==> src/sv/prs80_pkg.sv <==
`default_nettype none

package prs80_pkg;

  localparam int PRS80_ROUNDS = 31;
  localparam int BLOCK_W      = 64;
  localparam int KEY_W        = 80;
  localparam int KEY_LOW_W    = 64;
  localparam int KEY_HIGH_W   = 16;
  localparam int RC_W         = 5;
  localparam int CFG_IDX_W    = 8;

  localparam logic [CFG_IDX_W-1:0] CFG_KEY_LOW  = CFG_IDX_W'(0);
  localparam logic [CFG_IDX_W-1:0] CFG_KEY_HIGH = CFG_IDX_W'(1);

  typedef struct packed {
    logic               valid;
    logic [BLOCK_W-1:0] state;
    logic [KEY_W-1:0]   key;
  } prs80_stage_t;

  function automatic logic [3:0] sbox(input logic [3:0] x);
    logic [3:0] y;
    case (x)
      4'h0: y = 4'hC;
      4'h1: y = 4'h5;
      4'h2: y = 4'h6;
      4'h3: y = 4'hB;
      4'h4: y = 4'h9;
      4'h5: y = 4'h0;
      4'h6: y = 4'hA;
      4'h7: y = 4'hD;
      4'h8: y = 4'h3;
      4'h9: y = 4'hE;
      4'hA: y = 4'hF;
      4'hB: y = 4'h8;
      4'hC: y = 4'h4;
      4'hD: y = 4'h7;
      4'hE: y = 4'h1;
      4'hF: y = 4'h2;
      default: y = 4'h0;
    endcase
    return y;
  endfunction

  function automatic logic [BLOCK_W-1:0] sub_layer(input logic [BLOCK_W-1:0] s);
    logic [BLOCK_W-1:0] r;
    for (int n = 0; n < BLOCK_W / 4; n++) begin
      r[4*n +: 4] = sbox(s[4*n +: 4]);
    end
    return r;
  endfunction

  function automatic logic [BLOCK_W-1:0] perm_layer(input logic [BLOCK_W-1:0] s);
    logic [BLOCK_W-1:0] r;
    for (int i = 0; i < BLOCK_W - 1; i++) begin
      r[(16 * i) % (BLOCK_W - 1)] = s[i];
    end
    r[BLOCK_W-1] = s[BLOCK_W-1];
    return r;
  endfunction

  function automatic logic [BLOCK_W-1:0] subkey_bits(input logic [KEY_W-1:0] k);
    return k[KEY_W-1 -: BLOCK_W];
  endfunction

endpackage

`default_nettype wire

==> src/sv/prs80_round_cell.sv <==
`default_nettype none

module prs80_round_cell
  import prs80_pkg::*;
#(
  parameter logic [RC_W-1:0] ROUND = RC_W'(1)
) (
  input  wire logic         clk,
  input  wire logic         rst,
  input  wire prs80_stage_t din,
  output prs80_stage_t      dout
);

  logic [BLOCK_W-1:0] state_next;
  logic [KEY_W-1:0]   key_rot;
  logic [KEY_W-1:0]   key_next;

  always_comb begin
    state_next = perm_layer(sub_layer(din.state ^ subkey_bits(din.key)));
    key_rot    = {din.key[18:0], din.key[KEY_W-1:19]};
    key_next   = key_rot;
    key_next[KEY_W-1 -: 4] = sbox(key_rot[KEY_W-1 -: 4]);
    key_next[19:15] = key_rot[19:15] ^ ROUND;
  end

  always_ff @(posedge clk) begin
    if (rst) begin
      dout.valid <= 1'b0;
    end else begin
      dout.valid <= din.valid;
    end
    dout.state <= state_next;
    dout.key   <= key_next;
  end

endmodule

`default_nettype wire

==> config.mk <==
export PLATFORM = sky130hd
export DESIGN_NAME = prs80_round_cell
export DESIGN_NICKNAME = d
export VERILOG_FILES = /design/src/sv/prs80_pkg.sv /design/src/sv/prs80_round_cell.sv
export SDC_FILE = /design/constraint.sdc
export NUM_CORES = 1
export LEC_CHECK = 0
export BUFFER_PORTS_ARGS = -buffer_cell sky130_fd_sc_hd__buf_4
export CAP_MARGIN = 10
export CORE_MARGIN = 5
export CORE_UTILIZATION = 44
export CTS_BUF_LIST = sky130_fd_sc_hd__clkbuf_4
export DETAILED_ROUTE_END_ITERATION = 6
export GPL_TIMING_DRIVEN = 0
export PLACE_DENSITY = 0.76
export SLEW_MARGIN = 15
export SYNTH_ARGS = -nofsm -noshare
export SYNTH_HDL_FRONTEND = slang
export SYNTH_SLANG_ARGS = --single-unit
==> constraint.sdc <==
create_clock -name clk -period 3.4 [get_ports clk]
set_clock_uncertainty 0.2 [all_clocks]
set_input_delay 0.34 -clock clk [delete_from_list [all_inputs] [get_ports clk]]
set_output_delay 0.34 -clock clk [all_outputs]
set_load 0.02 [all_outputs]
==> run summary, run 1 <==
Core footprint: 13800 µm²
Routed wire length: 17.5 mm
Max Root-Sink Buffers: 2
Site Rows: 43
Fin worst setup slack: 0.996 ns
Critical-path top delay cell: dlygate4sd3_1
Clock network power share: 0.252
DRC violations left: 0
Worst Setup Path Type: in2reg
CP Launch Type: input pin
Synth cell types: 27
Overflow after GRT: 0
CTS tree: built
Number of global-route vias before repair: 5663
Final count of negative-setup-slack endpoints: 0
DR vias: 5166
Max VDD drop: 0.000236 V
Psw: 0.00151 W
Mean Syn Cell Area: 12.7 µm²
Hold Fails Final Rpt: 0
Top post-synthesis cells by count: 145 x dfxtp_1, 66 x inv_1, 53 x ha_1
Top delay family on crit path: buffers and inverters
Stages on worst setup path: 8
Clk sinks: 145
Fill cells: 902
Crit-path cells: dlygate4sd3_1, buf_4, xnor2_1, inv_1, ha_1, and3_1, a311oi_1, dlygate4sd3_1
Placed Cells: 957
Post-Synthesis Cells: 488
HPWL Detailed: 12.5 mm
Status: finished clean
Area grow syn2layout: 61.7%
Slowest stage delay, CP: 0.57 ns
Relative slew slack: 0.558
Routed len/inst: 16.0 µm
Most flops, register: dout
Required @ worst endpoint: 3.69 ns
Post-CTS setup buffer count: 0
Initial antenna violation count: 1
Min Tclk post-route: 2.40 ns
Crit share post-route: 0.707
PD cells: 491 nW/µm²
Internal power: 0.00339 W
Hold WC Path Type: in2reg
Ports: 292
CP Data Arrival Time: 2.69 ns
Crit end category: flip-flop
Initial Util: 0.447
Global-route wire length before repair: 27.6 mm
Post-Synthesis Cell Area: 6180 µm²
Syn Nets: 688
CTS Buf Count: 17
Worst Setup EP: dout[139]
Fin util: 0.722
Number of synthesized flops with an enable pin: 0
Detailed router's first-iteration violation count: 160
Part of the power in registers: 0.409
Post-synthesis async set-or-reset flop share: 0
Port Buffers: 289
Yosys warning count: 0
Clock Tree Root: clkbuf_4
Slew Limit Fails: 0
Clock transition at path regs: 0.12 ns
Combinational group share of total power: 0.339
Via density: 4.70
Largest net degree at the start of global routing: 17
Top FF cell, synth: dfxtp_1
Top Registers: dout x145
GRT Resource Usage Total: 0.212
Setup crit start: din[61]
Pre-antenna DRT Iters: 4
Hold Slack: 0.0461 ns
Synth area leaders: dfxtp_1 47%, ha_1 11%, mux2i_1 7.6%
Layout Cells excl Fill: 1098
Fraction of layout cells with a size suffix above 1: 0.396
Final ANT Viol Nets: 0
Die Wd: 129 µm
Worst Tran Pin Value: 0.658 ns
Sw frac: 0.309
CTS H-tree depth: 4
Die area: 16500 µm²
Setup TNS: 0 ns
Placer Congestion: 0.807
RSZ-0062 raised after global routing: false
NumNets Final: 1105
Post-synth top area share: 0.470
Sequential area share after synthesis: 0.470
Crit path top cell by count: dlygate4sd3_1
Number of register bits inferred by synthesis: 145
Max reg flops: 145
Crit path buffers/inverters: 4
Lkg Pwr: 4.80 nW
Leading area contributor after synthesis: dfxtp_1
Most common cell in the netlist: dfxtp_1
Peak Freq: 416 MHz
Place WS: 1.31 ns
DIE HEIGHT: 129 µm
CP Max Fanout: 4
Max cap viols: 0
placed cells by master, fill, tap and decap left out, drive strengths merged:
cell type      n
nand3         15
nor2           1
ha            53
clkbuf        17
clkinv         8
xor2          33
mux4          19
o221a         15
clkinvlp       1
o21ai         18
and3           1
dfxtp        145
o21a           2
mux2           1
xnor2         49
mux2i         47
inv           66
buf          291
o32ai          1
nor2b          1
o211ai        14
bufinv         5
nand2          3
diode          1
dlygate4sd3  109
nor3b          1
a311oi         1
power groups by stage:
stage	Sequential [W]	Combinational, W	Clock [W]
floorplan	0.00234	0.000557	0
global placement	0.00204	0.00149	0
detailed placement	0.00204	0.00155	0
CTS	0.00201	0.00166	0.00127
global route	0.00203	0.00179	0.00134
finish	0.00201	0.00166	0.00123
per-layer routing:
metal  routed length, µm  share of wire  global-route usage
met1                5740           0.33               0.195
met3                1860           0.11              0.0901
met5                   0              0                   0
met2                9300           0.53               0.400
met4                 618          0.035              0.0964
repair_timing:
action                                 in CTS  in global routing
resized for setup                           0                  0
hold buffers                              109                  0
endpoints found under the hold margin     108                  0
cell families after synthesis:
| family | after synthesis | share of synthesized area |
|---|---|---|
| AOI/OAI and AO/OA | 51 | 0.0642 |
| muxes | 67 | 0.153 |
| and+or+nand+nor | 22 | 0.0178 |
| xor gates and xnor gates | 82 | 0.145 |
| DFF | 145 | 0.470 |
| buffers and inverters | 68 | 0.0427 |
| adders and majority gates | 53 | 0.107 |
worst min-delay path, delay by kind of cell:
family,cells,cell delay [ns]
AO/OA/AOI/OAI,1,0.19
XOR/XNOR,1,0.12
buffers and inverters,1,0.09
through the flow:
stage,area [µm²],total power (W)
finish,9990,0.00490
global route,9990,0.00517
detailed placement,8570,0.00360
global placement,8570,0.00354
floorplan,6180,0.00290
CTS,9990,0.00494
worst min-delay path by stage:
| stage | to | start | cells after the start |
|---|---|---|---|
| global route | dout[95] | din[142] | 3 |
| finish | dout[136] | din[115] | 3 |
| detailed placement | dout[66] | din[5] | 1 |
| floorplan | dout[0] | din[19] | 0 |
| CTS | dout[87] | din[110] | 3 |
| global placement | dout[66] | din[5] | 1 |
area by class of cell:
| type | count | area (µm²) | share of cell area |
|---|---|---|---|
| diodes | 1 | 2.50 | 0.000251 |
| plain buffers | 2 | 16.3 | 0.00163 |
| clock buffers | 17 | 128 | 0.0128 |
| clock inverters | 14 | 195 | 0.0195 |
| inverters | 66 | 248 | 0.0248 |
| multi-input cells | 275 | 3010 | 0.301 |
| flip-flops and latches | 145 | 2900 | 0.291 |
| well taps | 180 | 225 | 0.0225 |
| repair buffers | 398 | 3260 | 0.326 |
Note: power is estimated with default switching activity, not from simulation.
==> inputs of run 2 (changes only) <==
- ABC_AREA: unset -> 1
- PLACE_DENSITY: 0.76 -> 0.77
- clock period: 3.4 -> 1.9 ns (I/O delays scaled with it)
==> run summary, run 2 <==
Status: finished with violations
Failing checks: negative setup slack
DIE HEIGHT: 137 µm (+6.8%)
Detailed router's first-iteration violation count: 386 (+140%)
Top Registers: dout x145
Relative slew slack: 0.669 (+0.111)
PD cells: 741 nW/µm² (+51%)
Site Rows: 46 (+7.0%)
Die area: 18800 µm² (+14%)
Peak Freq: 525 MHz
Fin util: 0.742 (+0.0198)
Syn Nets: 1255 (+82%)
Worst Setup Path Type: in2reg
Max Root-Sink Buffers: 2 (unchanged)
Most flops, register: dout
Overflow after GRT: 0 (unchanged)
Leading area contributor after synthesis: dfxtp_1
Sequential area share after synthesis: 0.407 (-0.0625)
Setup crit start: din[60]
Ports: 292 (unchanged)
Initial Util: 0.449 (+0.00173)
Hold WC Path Type: in2reg
Core footprint: 15900 µm² (+15%)
Clock transition at path regs: 0.13 ns (about the same)
Hold Slack: 0.0715 ns (+0.0254 ns)
Port Buffers: 291 (+0.69%)
Top post-synthesis cells by count: 518 x nand2_1, 172 x inv_1, 145 x dfxtp_1
DP Area: 9580 µm² (+12%)
Hold Fails Final Rpt: 0 (unchanged)
Most common cell in the netlist: nand2_1
Mean Syn Cell Area: 6.75 µm² (-47%)
Post-Synthesis Cells: 1055 (+120%)
Routed wire length: 23.2 mm (+32%)
Number of global-route vias before repair: 7968 (+41%)
Lkg Pwr: 6.74 nW (+41%)
Worst Setup EP: dout[107]
Design area: 11800 µm² (+18%)
DRC violations left: 0 (unchanged)
Clock Tree Root: clkbuf_4
Max cap viols: 0 (unchanged)
Number of register bits inferred by synthesis: 145 (unchanged)
Synth area leaders: dfxtp_1 41%, nand2_1 27%, ha_1 9.3%
Initial antenna violation count: 2 (+1)
Final count of negative-setup-slack endpoints: 1 (+1)
CTS H-tree depth: 4 (unchanged)
CP Max Fanout: 3 (-1)
Fraction of layout cells with a size suffix above 1: 0.237 (-0.159)
GRT Resource Usage Total: 0.239 (+0.0276)
Min Tclk post-route: 1.90 ns
DR vias: 8121 (+57%)
CTS Buf Count: 17 (unchanged)
Worst Tran Pin Value: 0.494 ns (-0.164 ns)
CP Data Arrival Time: 2.16 ns (-0.53 ns)
Final ANT Viol Nets: 0 (unchanged)
Max VDD drop: 0.000500 V (+110%)
Post-synth top area share: 0.407 (-0.0625)
NumNets Final: 1746 (+58%)
Pre-antenna DRT Iters: 5 (+1)
HPWL Detailed: 14.8 mm (+19%)
Most frequent cells in the layout: 507 x nand2_1, 297 x buf_4, 175 x dlygate4sd3_1
CTS tree: built
Commonest non-fill, non-tap cell in the layout: nand2_1
Crit end category: flip-flop
Placer Congestion: 0.801 (-0.73%)
Area grow syn2layout: 65.5%
Number of synthesized flops with an enable pin: 0 (unchanged)
Via density: 4.57 (-2.9%)
Routed len/inst: 13.1 µm (-18%)
Largest net degree at the start of global routing: 17 (unchanged)
CP Launch Type: input pin
Place WS: 0.260 ns (-1.05 ns)
Clk sinks: 145 (unchanged)
Post-synthesis async set-or-reset flop share: 0 (unchanged)
Slew Limit Fails: 0 (unchanged)
Crit share post-route: 1.00
Yosys warning count: 0 (unchanged)
Required @ worst endpoint: 2.16 ns (-1.53 ns)
Global-route wire length before repair: 36.0 mm (+30%)
Die Wd: 137 µm (+6.8%)
Synth cell types: 19 (-30%)
Max reg flops: 145 (unchanged)
Fin worst setup slack: -0.00452 ns (-1.00 ns)
Post-Synthesis Cell Area: 7130 µm² (+15%)
Top FF cell, synth: dfxtp_1
## run 2: cell count changes in the layout (fill, tap and decap cells not counted), moves of 42 or more
cell / delta
inv_1: +105
xnor2_1: -42
nor2_1: +57
nand3_1: +52
nand2_1: +504
mux2i_1: -47
dlygate4sd3_1: +66
## run 2: report_power, final
part / internal [W] / switching (W) / leakage, nW
logic: 0.00130 / 0.00158 / 5.34
registers: 0.00338 / 0.000101 / 1.22
clock network: 0.00121 / 0.00117 / 0.179
## run 2: timing repair
action                                  CTS  global route
resized for setup                         0            21
endpoints found under the hold margin   145             0
hold buffers                            178             0
endpoints found under the setup margin    0            10
setup buffers                             0             6
## run 2: final cells by class
type	instances	area, µm²
Antenna cell	3	7.51
Tap cell	216	270
Multi-Input combinational cell	736	3620
Buffer	1	11.3
Sequential cell	145	2900
Timing Repair Buffer	472	3980
Fill cell	1130	4090
Inverter	173	649
Clock buffer	19	143
Clock inverter	13	209
## run 2: worst min-delay path by stage
| stage | start | endpoint | slack [ns] | depth (start not counted) |
|---|---|---|---|---|
| after global placement | din[9] | dout[70] | 0.09 | 1 |
| after detailed placement | din[9] | dout[70] | 0.1 | 1 |
| after CTS | din[16] | dout[79] | 0.01 | 6 |
| after floorplan | din[19] | dout[0] | 0.02 | 0 |
| final | din[80] | dout[128] | 0.07 | 7 |
| after global routing | din[14] | dout[75] | 0.03 | 2 |
## run 2: logic make-up (layout without fill, tap and decap cells)
group	count (synthesis)	in the layout	synth area share
XOR/XNOR	16	16	0.0371
AO/OA/AOI/OAI	11	11	0.00896
other	0	3	0
flip-flops	145	145	0.407
adder cells (fa/ha/maj)	53	53	0.0931
buffers and inverters	174	678	0.0927
AND/OR/NAND/NOR	656	656	0.361
## run 2: metrics by stage
| stage | setup TNS (ns) | total power, W | cells |
|---|---|---|---|
| final | -0.00452 | 0.00874 | 1778 |
| after global routing | -0.0393 | 0.00925 | 1777 |
| after CTS | 0 | 0.00869 | 1772 |
| after detailed placement | 0 | 0.00600 | 1562 |
| after global placement | 0 | 0.00594 | 1562 |
| after floorplan | 0 | 0.00492 | 1055 |
## run 2: worst max-delay path, cell delays in order
cell and delay, ns:
dlygate4sd3_1 0.56, buf_4 0.16, nand2_1 0.06, inv_1 0.07, nor2_4 0.12, inv_1 0.05
ha_1 0.19, nand2_1 0.06, nand2_1 0.05, nand2_1 0.05, dlygate4sd3_1 0.55, nand2_1 0.05
## run 2: layer usage
layer  share of wire  up-vias  track usage
met5               0        -            0
met4           0.041        0        0.116
met3           0.070       71       0.0646
met2            0.53      302        0.459
met1            0.35     3627        0.235
li1                -     4121            -
==> inputs of run 3 (changes only) <==
- CELL_PAD_IN_SITES_DETAIL_PLACEMENT: unset -> 0
- CELL_PAD_IN_SITES_GLOBAL_PLACEMENT: unset -> 2
- CORE_UTILIZATION: 44 -> 23
- PLACE_DENSITY: 0.77 -> unset
- PLACE_DENSITY_LB_ADDON: unset -> 0.1
==> run summary, run 3 (synthesis results as in run 2) <==
Clock transition at path regs: 0.12 ns (about the same)
Die area: 34600 µm² (+84%)
Slew Limit Fails: 0 (unchanged)
Layout Cells excl Fill: 2018 (+13%)
Min Tclk post-route: 1.94 ns (+0.0355 ns)
Internal power: 0.00555 W (-5.7%)
Max reg flops: 145 (unchanged)
Initial Util: 0.233 (-0.216)
Crit share post-route: 1.02 (+0.0187)
HPWL Detailed: 16.4 mm (+11%)
GRT Resource Usage Total: 0.131 (-0.108)
Ports: 292 (unchanged)
Failing checks: negative setup slack
Place WS: 0.188 ns (-0.0723 ns)
Status: finished with violations
Number of global-route vias before repair: 7849 (-1.5%)
Peak Freq: 515 MHz (-1.8%)
Crit end category: flip-flop
Sw frac: 0.334 (+0.00844)
DRC violations left: 0 (unchanged)
Top Registers: dout x145
CP Data Arrival Time: 2.21 ns (+0.05 ns)
Hold Fails Final Rpt: 0 (unchanged)
Port Buffers: 291 (unchanged)
Required @ worst endpoint: 2.17 ns (about the same)
Relative slew slack: 0.672 (+0.00244)
CTS Buf Count: 17 (unchanged)
Initial antenna violation count: 2 (unchanged)
Commonest non-fill, non-tap cell in the layout: nand2_1
Max Root-Sink Buffers: 2 (unchanged)
DIE HEIGHT: 186 µm (+36%)
Max VDD drop: 0.000341 V (-32%)
Largest net degree at the start of global routing: 17 (unchanged)
Die Wd: 186 µm (+36%)
CP Launch Type: input pin
Via density: 3.89 (-15%)
Clock network power share: 0.232 (-0.040)
CP Max Fanout: 6 (+3)
Core footprint: 30600 µm² (+93%)
Pre-antenna DRT Iters: 7 (+2)
NumNets Final: 1810 (+3.7%)
Psw: 0.00279 W (-2.0%)
Worst Tran Pin Value: 0.491 ns (-0.00365 ns)
Most flops, register: dout
Placer Congestion: 0.735 (-8.3%)
Most frequent cells in the layout: 508 x nand2_1, 297 x buf_4, 239 x dlygate4sd3_1
Part of the power in registers: 0.416 (+0.018)
Final ANT Viol Nets: 0 (unchanged)
Fraction of layout cells with a size suffix above 1: 0.224 (-0.0133)
Area grow syn2layout: 75.9%
PD cells: 666 nW/µm² (-10%)
Global-route wire length before repair: 36.8 mm (+2.3%)
Worst Setup Path Type: in2reg
CTS tree: built
PnR Total Power: 0.00834 W (-4.5%)
Final count of negative-setup-slack endpoints: 3 (+2)
Fin worst setup slack: -0.0401 ns (-0.0355 ns)
Clk sinks: 145 (unchanged)
Setup TNS: -0.0811 ns (-0.0766 ns)
DR vias: 7851 (-3.3%)
Hold WC Path Type: in2reg
Placed Cells: 1742 (+12%)
RSZ-0062 raised after global routing: true
Detailed router's first-iteration violation count: 233 (-40%)
CTS H-tree depth: 4 (unchanged)
Max cap viols: 0 (unchanged)
Overflow after GRT: 0 (unchanged)
Clock Tree Root: clkbuf_4
Routed len/inst: 11.3 µm (-14%)
Routed wire length: 22.7 mm (-2.1%)
Lkg Pwr: 6.97 nW (+3.3%)
Site Rows: 64 (+39%)
Combinational group share of total power: 0.352 (+0.022)
==> run 3: area by class of cell <==
type,count,area [µm²]
plain buffers,1,11.3
flip-flops and latches,145,2900
inverters,173,649
clock inverters,9,93.8
repair buffers,536,4620
multi-input cells,736,3600
fillers,3189,18100
diodes,2,5.00
well taps,396,495
clock buffers,20,150
==> run 3: timing repair <==
action	in CTS	in global routing
hold endpoints to repair	145	1
resized for setup	0	17
setup endpoints to repair	0	12
setup buffers	0	6
hold buffers	238	1
==> run 3: metal layers <==
metal  track usage  share of wire
met1         0.151           0.43
met2         0.227           0.47
met3        0.0467          0.084
met4        0.0428          0.017
met5             0              0
==> run 3: path summary, 6_finish.rpt <==
| path | from | endpoint | slack (ns) | depth (start not counted) |
|---|---|---|---|---|
| setup / recovery | din[16] | dout[112] | -0.04 | 10 |
| hold / removal | din[16] | dout[96] | 0.06 | 8 |
==> run 3: worst max-delay path, cell delays in order <==
cell           delay [ns]
buf_4                0.14
dlygate4sd3_1        0.56
nand2_1              0.10
nand2_2              0.11
ha_1                 0.30
inv_1                0.07
nand2_1              0.05
dlygate4sd3_1        0.55
nand3_1              0.08
nand2_1              0.07
==> run 3: through the flow <==
| step | hold slack (ns) | utilization | area [µm²] |
|---|---|---|---|
| 2_1_floorplan | 0.0177 | - | 7130 |
| 4_1_cts | 0.000108 | 0.406 | 12400 |
| 3_3_place_gp | 0.0943 | 0.321 | 9810 |
| 3_5_place_dp | 0.0954 | 0.321 | 9810 |
| 5_1_grt | 0.00579 | 0.410 | 12500 |
| 6_report | 0.0608 | 0.410 | 12500 |
==> run 3: power groups by stage <==
stage	registers (W)	clock network [W]	logic, W
6_report	0.00347	0.00193	0.00294
5_1_grt	0.00350	0.00220	0.00329
4_1_cts	0.00347	0.00211	0.00295
3_5_place_dp	0.00354	0	0.00251
3_3_place_gp	0.00353	0	0.00254
2_1_floorplan	0.00397	0	0.000958
